**config.mk**
```make
export PLATFORM = sky130hd
export DESIGN_NAME = png_rf_predict
export DESIGN_NICKNAME = d
export VERILOG_FILES = /design/src/sv/png_rf_pkg.sv /design/src/sv/png_rf_predict.sv
export SDC_FILE = /design/constraint.sdc
export NUM_CORES = 1
export LEC_CHECK = 0
export BUFFER_PORTS_ARGS = -buffer_cell sky130_fd_sc_hd__clkbuf_2
export CORE_MARGIN = 2
export CORE_UTILIZATION = 30
export DETAILED_ROUTE_END_ITERATION = 8
export SLEW_MARGIN = 20
export SYNTH_ARGS = -nofsm -noshare
export SYNTH_HDL_FRONTEND = slang
export SYNTH_SLANG_ARGS = --single-unit
```
**constraint.sdc**
```tcl
create_clock -name vclk -period 14.5
set_clock_uncertainty 0.1 [all_clocks]
set_input_delay 0.725 -clock vclk [all_inputs]
set_output_delay 0.725 -clock vclk [all_outputs]
set_load 0.02 [all_outputs]
```
**src/sv/png_rf_pkg.sv**
```systemverilog
// Shared types, constants and the Paeth predictor for the PNG row filter.
package png_rf_pkg;

   localparam int DEF_MAX_ROW_BYTES = 8192;
   localparam int DEF_MAX_BPP       = 4;

   localparam int PIX_W       = 8;
   localparam int MODE_W      = 3;
   localparam int BPP_W       = 3;
   localparam int ROW_BYTES_W = 14;
   localparam int COST_W      = 21;
   localparam int CSR_IDX_W   = 2;
   localparam int CSR_DATA_W  = 14;
   localparam int RSP_DATA_W  = 32;

   typedef enum logic [MODE_W-1:0] {
      MODE_NONE       = 3'd0,
      MODE_SUB        = 3'd1,
      MODE_UP         = 3'd2,
      MODE_AVG        = 3'd3,
      MODE_PAETH      = 3'd4,
      MODE_FIRST_AVG  = 3'd5,
      MODE_FIRST_PAETH = 3'd6
   } filter_mode_type;

   typedef enum logic [CSR_IDX_W-1:0] {
      CSR_FILTER_MODE = 2'd0,
      CSR_BPP         = 2'd1,
      CSR_ROW_BYTES   = 2'd2
   } csr_index_type;

   // Paeth predictor: pick the neighbor closest to a + b - c, ties to a, then b.
   function automatic logic [PIX_W-1:0] paeth_pick(input logic [PIX_W-1:0] a,
                                                   input logic [PIX_W-1:0] b,
                                                   input logic [PIX_W-1:0] c);
      logic signed [PIX_W+2:0] sa, sb, sc;
      logic signed [PIX_W+2:0] da, db, dc;
      logic [PIX_W+1:0] pa, pb, pc;
      logic [PIX_W-1:0] pick;
      sa = $signed({3'b000, a});
      sb = $signed({3'b000, b});
      sc = $signed({3'b000, c});
      da = sb - sc;
      db = sa - sc;
      dc = sa + sb - sc - sc;
      pa = da[PIX_W+2] ? (PIX_W+2)'(-da) : (PIX_W+2)'(da);
      pb = db[PIX_W+2] ? (PIX_W+2)'(-db) : (PIX_W+2)'(db);
      pc = dc[PIX_W+2] ? (PIX_W+2)'(-dc) : (PIX_W+2)'(dc);
      if (pa <= pb && pa <= pc) begin
         pick = a;
      end else if (pb <= pc) begin
         pick = b;
      end else begin
         pick = c;
      end
      return pick;
   endfunction

endpackage

```
**src/sv/png_rf_predict.sv**
```systemverilog
// Predictor select and filtered-byte magnitude for one raw byte.
module png_rf_predict (
   input  logic [png_rf_pkg::MODE_W-1:0] mode,
   input  logic [png_rf_pkg::PIX_W-1:0]  raw,
   input  logic [png_rf_pkg::PIX_W-1:0]  left,
   input  logic [png_rf_pkg::PIX_W-1:0]  up,
   input  logic [png_rf_pkg::PIX_W-1:0]  upleft,
   output logic signed [png_rf_pkg::PIX_W-1:0] diff,
   output logic [png_rf_pkg::PIX_W-1:0]  mag
);
   import png_rf_pkg::*;

   logic [PIX_W-1:0] pred;
   logic [PIX_W:0]   avg_sum;
   logic [PIX_W-1:0] diff_u;

   assign avg_sum = {1'b0, left} + {1'b0, up};

   always_comb begin
      unique case (filter_mode_type'(mode))
         MODE_SUB:         pred = left;
         MODE_UP:          pred = up;
         MODE_AVG:         pred = avg_sum[PIX_W:1];
         MODE_PAETH:       pred = paeth_pick(left, up, upleft);
         MODE_FIRST_AVG:   pred = {1'b0, left[PIX_W-1:1]};
         MODE_FIRST_PAETH: pred = paeth_pick(left, '0, '0);
         default:          pred = '0;
      endcase
   end

   assign diff_u = raw - pred;
   assign diff   = $signed(diff_u);
   // Absolute value of the signed byte; -128 maps to 128, which still fits.
   assign mag    = diff_u[PIX_W-1] ? (~diff_u + PIX_W'(1)) : diff_u;

endmodule

```
==> flow_metrics.env, run 1 <==
export IMPL_finalWirelength_microns=10800
export IMPL_hold_viol_final=0
export IMPL_cp_top_family="simple AND/OR/NAND/NOR gates"
export IMPL_route_vias_total=3809
export IMPL_core_area_sq_mm=0.0126
export IMPL_grt_use_met2_pct=29.6
export IMPL_max_freq_ghz=0.102
export IMPL_global_route_usage_total_pct=15.7
export IMPL_commonest_cells_after_routing_fill_and_taps_aside="sky130_fd_sc_hd__ha_1 (80), sky130_fd_sc_hd__inv_1 (66), sky130_fd_sc_hd__nor2_1 (57)"
export IMPL_path_class="primary input to primary output"
export IMPL_pre_antenna_drt_iters=5
export IMPL_slowest_delay_ps=580
export IMPL_power_internal_mw=0.271
export IMPL_hold_ws_ps=1840
export IMPL_worst_slew_pin_slew_ps=937
export IMPL_synth_compound_area_share_pct=23.8
export IMPL_area_growth_synth_to_final_pct=11.5
export IMPL_synth_avg_cell_area_sq_um=7.16
export IMPL_critical_path_startpoint="left[1]"
export IMPL_p_leak_nw=2.14
export IMPL_detailedPlacementHpwl_microns=9570
export IMPL_synth_yosys_seq_area_share_pct=0
export IMPL_dieArea_sq_mm=0.0139
export IMPL_min_period_over_period_pct=67.9
export IMPL_clockPowerShare_pct=0
export IMPL_via_count_normalized_by_instance_count=5.01
export IMPL_hold_path_class="primary input to primary output"
export IMPL_register_area_sq_um=0
export IMPL_postCtsResizedCells=0
export IMPL_post_cts_repair_setup_buffers=0
export IMPL_most_common_cell_after_layout_fill_and_taps_aside="sky130_fd_sc_hd__ha_1"
export IMPL_core_rowCount=41
export IMPL_drt_first_iter_violations=194
export IMPL_totalNegativeSetupSlack_ps=0
export IMPL_mappedNetlistArea_sq_mm=0.00388
export IMPL_overflow_after_grt=0
export IMPL_grt_pass1_wl_microns=18400
export IMPL_critPathMostFrequentCell="sky130_fd_sc_hd__a21oi_1"
export IMPL_critPathMaxFanout=12
export IMPL_power_density_mw_per_mm2=155
export IMPL_floorplan_io_pins=51
export IMPL_fin_util_pct=34.3
export IMPL_grt_most_used_layer="met2"
export IMPL_sequential_cells=0
export IMPL_fin_nets=718
export IMPL_endpoint="mag[2]"
export IMPL_insertedDiodeCount=0
export IMPL_initial_utilization_pct=30.8
export IMPL_count_of_warnings_emitted_by_yosys=0
export IMPL_post_synth_mux_area_share_pct=1.35
export IMPL_worst_ep_required_ps=13680
export IMPL_postCtsHoldBufs=0
export IMPL_cell_at_the_slowest_stage_of_the_critical_path="sky130_fd_sc_hd__or4_4"
export IMPL_grt_met1_usage_pct=20.3
export IMPL_combinational_cell_fraction_of_total_power_pct=100.0
export IMPL_synth_top_family_by_area="adder cells"
export IMPL_drv_slew=0
export IMPL_post_synth_and_or_nand_nor_area_fraction_pct=20.9
export IMPL_post_route_cells_drive_above_1_share_pct=10.4
export IMPL_max_slew_margin_rel_pct=37.1
export IMPL_maxCapViolations=0
export IMPL_drc_errors=0
export IMPL_place_gp_congestion=0.833
export IMPL_cell_variety_after_synth=59
export IMPL_setup_viol=0
export IMPL_grt_max_degree=15
export IMPL_port_buffers=51
export IMPL_worst_path_buf_inv=5
export IMPL_clock_buffers=0
export IMPL_critPathArrivalTime_ps=9020
export IMPL_wire_per_inst_microns=14.2
export IMPL_die_width_microns=118
export IMPL_vdd_ir_drop_worst_uv=120
export IMPL_synthesis_instances=542
export IMPL_power_net_switching_mw=0.400
export IMPL_crit_start_category="primary input"
export IMPL_initial_antenna_violation_count=0
export IMPL_chipHeight_microns=118
export IMPL_rsz0062_at_grt="no"
export IMPL_setup_worst_path_end_class="primary output"
export IMPL_yosys_area_share_adder_pct=32.5
export IMPL_finalWorstPathRequiredPeriod_ps=9840
export IMPL_synth_xor_area_share_pct=14.2
export IMPL_num_fill_cells=1403
export IMPL_switching_share_pct=59.6
export IMPL_critical_path_cell_count=39
export IMPL_run_status="finished clean"
export IMPL_power_share_sequential_pct=0
export IMPL_first_global_vias=3884
export IMPL_antenna_violating_nets_post_route=0
export IMPL_groute_layer_met3_usage_pct=1.07
-- metrics by stage --
stage / power [mW] / setup WS [ps] / instances / cell area [sq um]
3_3_place_gp: 0.654 / 4960 / 760 / 4330
2_1_floorplan: 0.519 / 5520 / 544 / 3890
3_5_place_dp: 0.666 / 4670 / 760 / 4330
5_1_grt: 0.763 / 3710 / 760 / 4330
4_1_cts: 0.670 / 4640 / 760 / 4330
6_report: 0.671 / 4660 / 760 / 4330
-- Yosys cell counts (4+ instances only) --
| library cell | number | area share [%] |
|---|---|---|
| sky130_fd_sc_hd__ha_1 | 80 | 26 |
| sky130_fd_sc_hd__a21oi_1 | 45 | 5.8 |
| sky130_fd_sc_hd__clkbuf_1 | 6 | 0.58 |
| sky130_fd_sc_hd__a21o_1 | 13 | 2.5 |
| sky130_fd_sc_hd__xor2_1 | 23 | 5.2 |
| sky130_fd_sc_hd__nor2_1 | 57 | 5.5 |
| sky130_fd_sc_hd__o21ai_0 | 31 | 4.0 |
| sky130_fd_sc_hd__o21a_1 | 12 | 2.3 |
| sky130_fd_sc_hd__inv_1 | 66 | 6.4 |
| sky130_fd_sc_hd__and3_1 | 6 | 0.97 |
| sky130_fd_sc_hd__a222oi_1 | 5 | 1.3 |
| sky130_fd_sc_hd__o21bai_1 | 4 | 0.77 |
| sky130_fd_sc_hd__nand3_1 | 11 | 1.4 |
| sky130_fd_sc_hd__xnor2_1 | 38 | 8.6 |
| sky130_fd_sc_hd__nand2_1 | 35 | 3.4 |
| sky130_fd_sc_hd__nor3_1 | 10 | 1.3 |
| sky130_fd_sc_hd__nor2b_1 | 13 | 2.1 |
| sky130_fd_sc_hd__nand4_1 | 5 | 0.81 |
| sky130_fd_sc_hd__fa_1 | 13 | 6.7 |
| sky130_fd_sc_hd__nand2b_1 | 13 | 2.1 |
-- logic make-up after synthesis --
logic type	Yosys count
simple gates	167
xor+xnor	62
buf+inv	73
other cells	2
fa+ha+maj	93
mux	5
compound gates	140
-- final cells by class --
| class | count | area, sq um | area share, % |
|---|---|---|---|
| multi-input combinational | 471 | 3610 | 83.4 |
| tap | 172 | 215 | 4.97 |
| inverter | 66 | 248 | 5.72 |
| timing repair buffer | 51 | 255 | 5.89 |
-- routing by layer --
metal,routed length (microns),vias to the layer above
li1,-,1984
met1,4940,1735
met2,5320,86
met3,472,4
met4,64,0
met5,0,-
-- worst min-delay path: stages --
cell,delay [ps]
sky130_fd_sc_hd__clkbuf_2,80
sky130_fd_sc_hd__inv_1,50
sky130_fd_sc_hd__ha_1,160
sky130_fd_sc_hd__inv_1,60
sky130_fd_sc_hd__clkbuf_2,150
-- worst min path at each step --
stage / start / cells after the start / slack [ps] / endpoint
2_1_floorplan: raw[0] / 3 / 1650 / diff[0]
3_3_place_gp: raw[0] / 5 / 1870 / mag[0]
3_5_place_dp: raw[0] / 5 / 1850 / mag[0]
4_1_cts: raw[0] / 5 / 1860 / mag[0]
5_1_grt: raw[0] / 5 / 1890 / diff[0]
6_report: raw[0] / 5 / 1840 / mag[0]
-- power by group through the flow --
stage / logic, mW / registers (mW) / clock network, mW
2_1_floorplan: 0.519 / 0 / 0
3_3_place_gp: 0.654 / 0 / 0
3_5_place_dp: 0.666 / 0 / 0
4_1_cts: 0.670 / 0 / 0
5_1_grt: 0.763 / 0 / 0
6_report: 0.671 / 0 / 0
Note: power is estimated with default switching activity, not from simulation.
==> run 2, diff against run 1 <==
- ABC_AREA: unset -> 1
- clock period: 14.5 -> 8.8 ns (I/O delays scaled with it)
==> run 2 against run 1 <==
Compared with the run above:
- flip-flop and latch count did not move
- first-iteration DRC count down 0.52%
- die area up 12%
- routed wire length is 6.4% higher
- synthesized cell count increased by 27%
- combinational power up 74%
- final area rose by 11%
- worst setup slack got worse by 3500 ps
- total power up 75%
- sequential share of layout area unchanged
- highest routed layer unchanged
==> flow_metrics.env, run 2 <==
export IMPL_run_status="finished clean"
export IMPL_initial_utilization_pct=30.3
export IMPL_drc_errors=0
export IMPL_post_synth_top_area_cell="sky130_fd_sc_hd__ha_1"
export IMPL_max_slew_margin_rel_pct=64.5
export IMPL_synth_avg_cell_area_sq_um=6.30
export IMPL_yosys_area_share_adder_pct=29.0
export IMPL_rsz0062_at_grt="no"
export IMPL_maxCapViolations=0
export IMPL_cell_variety_after_synth=50
export IMPL_global_route_usage_total_pct=14.6
export IMPL_clock_buffers=0
export IMPL_synthTopCellsByArea="sky130_fd_sc_hd__ha_1 (23%), sky130_fd_sc_hd__nand2_1 (13%), sky130_fd_sc_hd__inv_1 (11%), sky130_fd_sc_hd__xor2_1 (6.8%), sky130_fd_sc_hd__a21oi_1 (6.1%)"
export IMPL_floorplan_io_pins=51
export IMPL_grt_pass1_wl_microns=19500
export IMPL_hold_viol_final=0
export IMPL_core_area_sq_mm=0.0144
export IMPL_postCtsHoldBufs=0
export IMPL_totalNegativeSetupSlack_ps=0
export IMPL_core_rowCount=44
export IMPL_register_area_sq_um=0
export IMPL_post_route_cells_drive_above_1_share_pct=14.6
export IMPL_post_cts_repair_setup_buffers=0
export IMPL_crit_start_category="primary input"
export IMPL_critPathArrivalTime_ps=7110
export IMPL_p_leak_nw=2.73
export IMPL_first_global_vias=4068
export IMPL_route_vias_total=4388
export IMPL_initial_antenna_violation_count=0
export IMPL_sequential_cells=0
export IMPL_synthesis_instances=690
export IMPL_pre_antenna_drt_iters=5
export IMPL_overflow_after_grt=0
export IMPL_dieArea_sq_mm=0.0155
export IMPL_critPathMaxFanout=13
export IMPL_port_buffers=51
export IMPL_path_class="primary input to primary output"
export IMPL_synth_top_family_by_area="simple AND/OR/NAND/NOR gates"
export IMPL_combinational_cell_fraction_of_total_power_pct=100.0
export IMPL_most_common_cell_after_layout_fill_and_taps_aside="sky130_fd_sc_hd__nand2_1"
export IMPL_finalWirelength_microns=11500
export IMPL_postCtsResizedCells=0
export IMPL_drt_first_iter_violations=193
export IMPL_place_gp_congestion=0.844
export IMPL_synth_most_common_cell="sky130_fd_sc_hd__nand2_1"
export IMPL_mappedNetlistArea_sq_mm=0.00435
export IMPL_max_freq_ghz=0.131
export IMPL_fin_util_pct=33.6
export IMPL_die_width_microns=124
export IMPL_switching_share_pct=63.9
export IMPL_antenna_violating_nets_post_route=0
export IMPL_power_density_mw_per_mm2=243
export IMPL_detailedPlacementHpwl_microns=10400
export IMPL_clockPowerShare_pct=0
export IMPL_via_count_normalized_by_instance_count=4.75
export IMPL_post_synth_mux_area_share_pct=0
export IMPL_min_period_over_period_pct=86.9
export IMPL_commonest_cells_after_routing_fill_and_taps_aside="sky130_fd_sc_hd__nand2_1 (151), sky130_fd_sc_hd__inv_1 (129), sky130_fd_sc_hd__ha_1 (80)"
export IMPL_insertedDiodeCount=0
export IMPL_slowest_delay_ps=540
export IMPL_hold_ws_ps=1280
export IMPL_grt_max_degree=16
export IMPL_power_net_switching_mw=0.748
export IMPL_critPathMostFrequentCell="sky130_fd_sc_hd__inv_1"
export IMPL_hold_path_class="primary input to primary output"
export IMPL_power_internal_mw=0.422
export IMPL_synth_compound_area_share_pct=16.9
export IMPL_count_of_warnings_emitted_by_yosys=0
export IMPL_finalWorstPathRequiredPeriod_ps=7650
export IMPL_power_total_mw=1.17
export IMPL_setup_viol=0
export IMPL_area_growth_synth_to_final_pct=10.9
export IMPL_synth_xor_area_share_pct=10.3
export IMPL_setup_worst_path_end_class="primary output"
export IMPL_netlist_top_cells_count="sky130_fd_sc_hd__nand2_1 (151), sky130_fd_sc_hd__inv_1 (129), sky130_fd_sc_hd__ha_1 (80)"
export IMPL_chipHeight_microns=124
export IMPL_drv_slew=0
export IMPL_worst_ep_required_ps=8260
export IMPL_fin_nets=870
export IMPL_synthDominantCellAreaShare_pct=23.0
export IMPL_worst_slew_pin_slew_ps=529
export IMPL_vdd_ir_drop_worst_uv=87.0
export IMPL_cell_at_the_slowest_stage_of_the_critical_path="sky130_fd_sc_hd__fa_1"
export IMPL_synth_yosys_seq_area_share_pct=0
export IMPL_post_synth_and_or_nand_nor_area_fraction_pct=31.4
export IMPL_power_share_sequential_pct=0
export IMPL_wire_per_inst_microns=12.4
-- run 2: cell count changes in the layout (fill, tap and decap cells not counted), moves of 8 or more --
cell / before / now
sky130_fd_sc_hd__nand2_1: 35 / 151
sky130_fd_sc_hd__inv_1: 66 / 129
sky130_fd_sc_hd__nand3_1: 11 / 50
sky130_fd_sc_hd__xnor2_1: 38 / 6
sky130_fd_sc_hd__nor2_1: 57 / 31
sky130_fd_sc_hd__nand2b_1: 13 / 0
sky130_fd_sc_hd__nor2b_1: 13 / 0
sky130_fd_sc_hd__o21ai_0: 31 / 19
sky130_fd_sc_hd__nand2_2: 1 / 12
sky130_fd_sc_hd__xor2_1: 23 / 34
sky130_fd_sc_hd__o21a_1: 12 / 2
sky130_fd_sc_hd__a21o_1: 13 / 5
sky130_fd_sc_hd__a21oi_1: 45 / 53
-- run 2: final cells by class --
class	count	area [sq um]
Tap cell	184	230
Multi-Input combinational cell	552	3820
Fill cell	1587	9540
Inverter	137	514
Timing Repair Buffer	51	255
-- run 2: layer usage --
layer  vias up  wire, microns  GRT usage (%)
met4         0             53          0.793
met5         -              0              0
met1      1938           5720           21.6
met2        84           5350           24.9
met3         4            366          0.215
li1       2362              -              -
-- run 2: critical path, delay by kind of cell --
family                   cells  cell delay (ps)
AO/OA/AOI/OAI                7             1170
XOR/XNOR                     5             1280
AND/OR/NAND/NOR             14             1560
buffers and inverters        8              680
adder cells (fa/ha/maj)      5             1970
-- run 2: cells by family after synthesis --
| logic type | count (synthesis) |
|---|---|
| AO/OA/AOI/OAI | 118 |
| buffers and inverters | 140 |
| AND/OR/NAND/NOR | 291 |
| XOR/XNOR | 46 |
| adder cells (fa/ha/maj) | 93 |
| other | 2 |
-- run 2: worst paths after layout --
| kind | slack (ps) | cells after the start | startpoint | to |
|---|---|---|---|---|
| max | 1150 | 39 | left[2] | mag[5] |
| min | 1280 | 5 | raw[0] | diff[0] |
-- run 2: stage by stage --
stage                     instance area, sq um  setup slack (ps)  cells
after global routing                      4820               387    924
after floorplan                           4360              1840    692
after detailed placement                  4820              1130    924
after global placement                    4820              1120    924
after CTS                                 4820              1110    924
final                                     4820              1150    924
-- run 2: power by group through the flow --
| stage | Clock (mW) | Combinational [mW] | Sequential (mW) |
|---|---|---|---|
| after floorplan | 0 | 0.919 | 0 |
| after global placement | 0 | 1.17 | 0 |
| after detailed placement | 0 | 1.17 | 0 |
| after CTS | 0 | 1.18 | 0 |
| after global routing | 0 | 1.34 | 0 |
| final | 0 | 1.17 | 0 |
==> run 3, diff against run 2 <==
- CAP_MARGIN: unset -> 25
- PLACE_DENSITY: unset -> 0.54
==> run 3 against run 2 <==
Compared with the run above:
- die area did not move
- critical endpoint unchanged
- global-route usage rose by 0.51 points
- routed wire length rose by 4.0%
- clock-buffer cell count did not move
==> flow_metrics.env, run 3 (same netlist as run 2, synthesis figures left out) <==
export IMPL_grt_max_degree=16
export IMPL_power_net_switching_mw=0.749
export IMPL_placed_cell_area_sq_mm=0.00482
export IMPL_worst_slew_pin_slew_ps=580
export IMPL_placement_setup_worst_slack_ps=1020
export IMPL_antenna_violating_nets_post_route=0
export IMPL_global_route_usage_total_pct=15.1
export IMPL_place_gp_congestion=0.862
export IMPL_crit_start_category="primary input"
export IMPL_clock_buffers=0
export IMPL_drt_first_iter_violations=210
export IMPL_setup_worst_path_end_class="primary output"
export IMPL_port_buffers=51
export IMPL_min_from="raw[0]"
export IMPL_setup_viol=0
export IMPL_initial_utilization_pct=30.3
export IMPL_combinational_cell_fraction_of_total_power_pct=100.0
export IMPL_die_width_microns=124
export IMPL_fin_area_sq_mm=0.00482
export IMPL_register_area_sq_um=0
export IMPL_slowest_delay_ps=550
export IMPL_critPathMostFrequentCell="sky130_fd_sc_hd__nand2_1"
export IMPL_initial_antenna_violation_count=0
export IMPL_rsz0062_at_grt="no"
export IMPL_power_internal_mw=0.422
export IMPL_totalNegativeSetupSlack_ps=0
export IMPL_chipHeight_microns=124
export IMPL_vdd_ir_drop_worst_uv=90.8
export IMPL_core_area_sq_mm=0.0144
export IMPL_worst_ep_required_ps=8260
export IMPL_num_fill_cells=1618
export IMPL_hold_path_class="primary input to primary output"
export IMPL_most_common_cell_after_layout_fill_and_taps_aside="sky130_fd_sc_hd__nand2_1"
export IMPL_min_period_over_period_pct=87.6
export IMPL_postCtsResizedCells=0
export IMPL_overflow_after_grt=0
export IMPL_sequential_cells=0
export IMPL_finalWirelength_microns=11900
export IMPL_path_class="primary input to primary output"
export IMPL_route_vias_total=4350
export IMPL_post_route_cells_drive_above_1_share_pct=14.6
export IMPL_power_density_mw_per_mm2=243
export IMPL_p_leak_nw=2.73
export IMPL_detailedPlacementHpwl_microns=10700
export IMPL_multi_input_gate_area_sq_mm=0.00382
export IMPL_commonest_cells_after_routing_fill_and_taps_aside="sky130_fd_sc_hd__nand2_1 (151), sky130_fd_sc_hd__inv_1 (129), sky130_fd_sc_hd__ha_1 (80)"
export IMPL_max_slew_margin_rel_pct=61.1
export IMPL_area_growth_synth_to_final_pct=10.9
export IMPL_critPathArrivalTime_ps=7170
export IMPL_dieArea_sq_mm=0.0155
export IMPL_power_share_sequential_pct=0
export IMPL_via_count_normalized_by_instance_count=4.71
export IMPL_pre_antenna_drt_iters=4
export IMPL_critical_path_startpoint="left[2]"
export IMPL_worstHoldPathCells=5
export IMPL_fin_nets=870
export IMPL_postCtsHoldBufs=0
export IMPL_hold_path_end="mag[0]"
export IMPL_hold_viol_final=0
export IMPL_insertedDiodeCount=0
export IMPL_run_status="finished clean"
export IMPL_clockPowerShare_pct=0
export IMPL_final_setup_worst_slack_ps=1090
export IMPL_drc_errors=0
export IMPL_cell_at_the_slowest_stage_of_the_critical_path="sky130_fd_sc_hd__fa_1"
export IMPL_switching_share_pct=64.0
export IMPL_post_cts_repair_setup_buffers=0
export IMPL_floorplan_io_pins=51
export IMPL_finalWorstPathRequiredPeriod_ps=7710
export IMPL_drv_slew=0
export IMPL_wire_per_inst_microns=12.9
export IMPL_core_rowCount=44
export IMPL_grt_pass1_wl_microns=20000
export IMPL_max_freq_ghz=0.130
export IMPL_maxCapViolations=0
export IMPL_first_global_vias=4153
export IMPL_fin_util_pct=33.6
export IMPL_critPathMaxFanout=13
export IMPL_power_total_mw=1.17
run 3: cell counts in the layout (fill, tap and decap cells not counted):
No cell type changed its count.
run 3: cell type report:
type,instances,share of cell area (%)
tap,184,4.77
inverter,137,10.7
multi-input combinational,552,79.3
timing repair buffer,51,5.29
run 3: metrics by stage:
| stage | cells | hold slack (ps) |
|---|---|---|
| 2_1_floorplan | 692 | 1060 |
| 3_3_place_gp | 924 | 1310 |
| 3_5_place_dp | 924 | 1290 |
| 4_1_cts | 924 | 1290 |
| 5_1_grt | 924 | 1310 |
| 6_report | 924 | 1280 |
run 3: per-layer routing:
metal	vias to the layer above	track usage, %	wire (microns)
met4	0	1.06	97
li1	2355	-	-
met1	1917	21.5	6020
met3	8	0.473	324
met5	-	0	0
met2	70	26.6	5500
run 3: worst max path at each step:
stage	end	slack [ps]	cells past startpoint
floorplan	mag[5]	1840	38
global placement	mag[5]	920	40
detailed placement	mag[5]	1020	40
CTS	mag[5]	990	41
global route	mag[6]	450	41
finish	mag[5]	1090	41
run 3: critical path, delay by kind of cell:
kind            cells  cell delay [ps]
compound gates      6              970
xor+xnor            4              930
fa+ha+maj           5             2010
buf+inv             8              680
simple gates       18             2160
run 3: power groups by stage:
| stage | registers (mW) | clock network (mW) | logic, mW |
|---|---|---|---|
| floorplan | 0 | 0 | 0.919 |
| global placement | 0 | 0 | 1.18 |
| detailed placement | 0 | 0 | 1.18 |
| CTS | 0 | 0 | 1.18 |
| global route | 0 | 0 | 1.34 |
| finish | 0 | 0 | 1.17 |
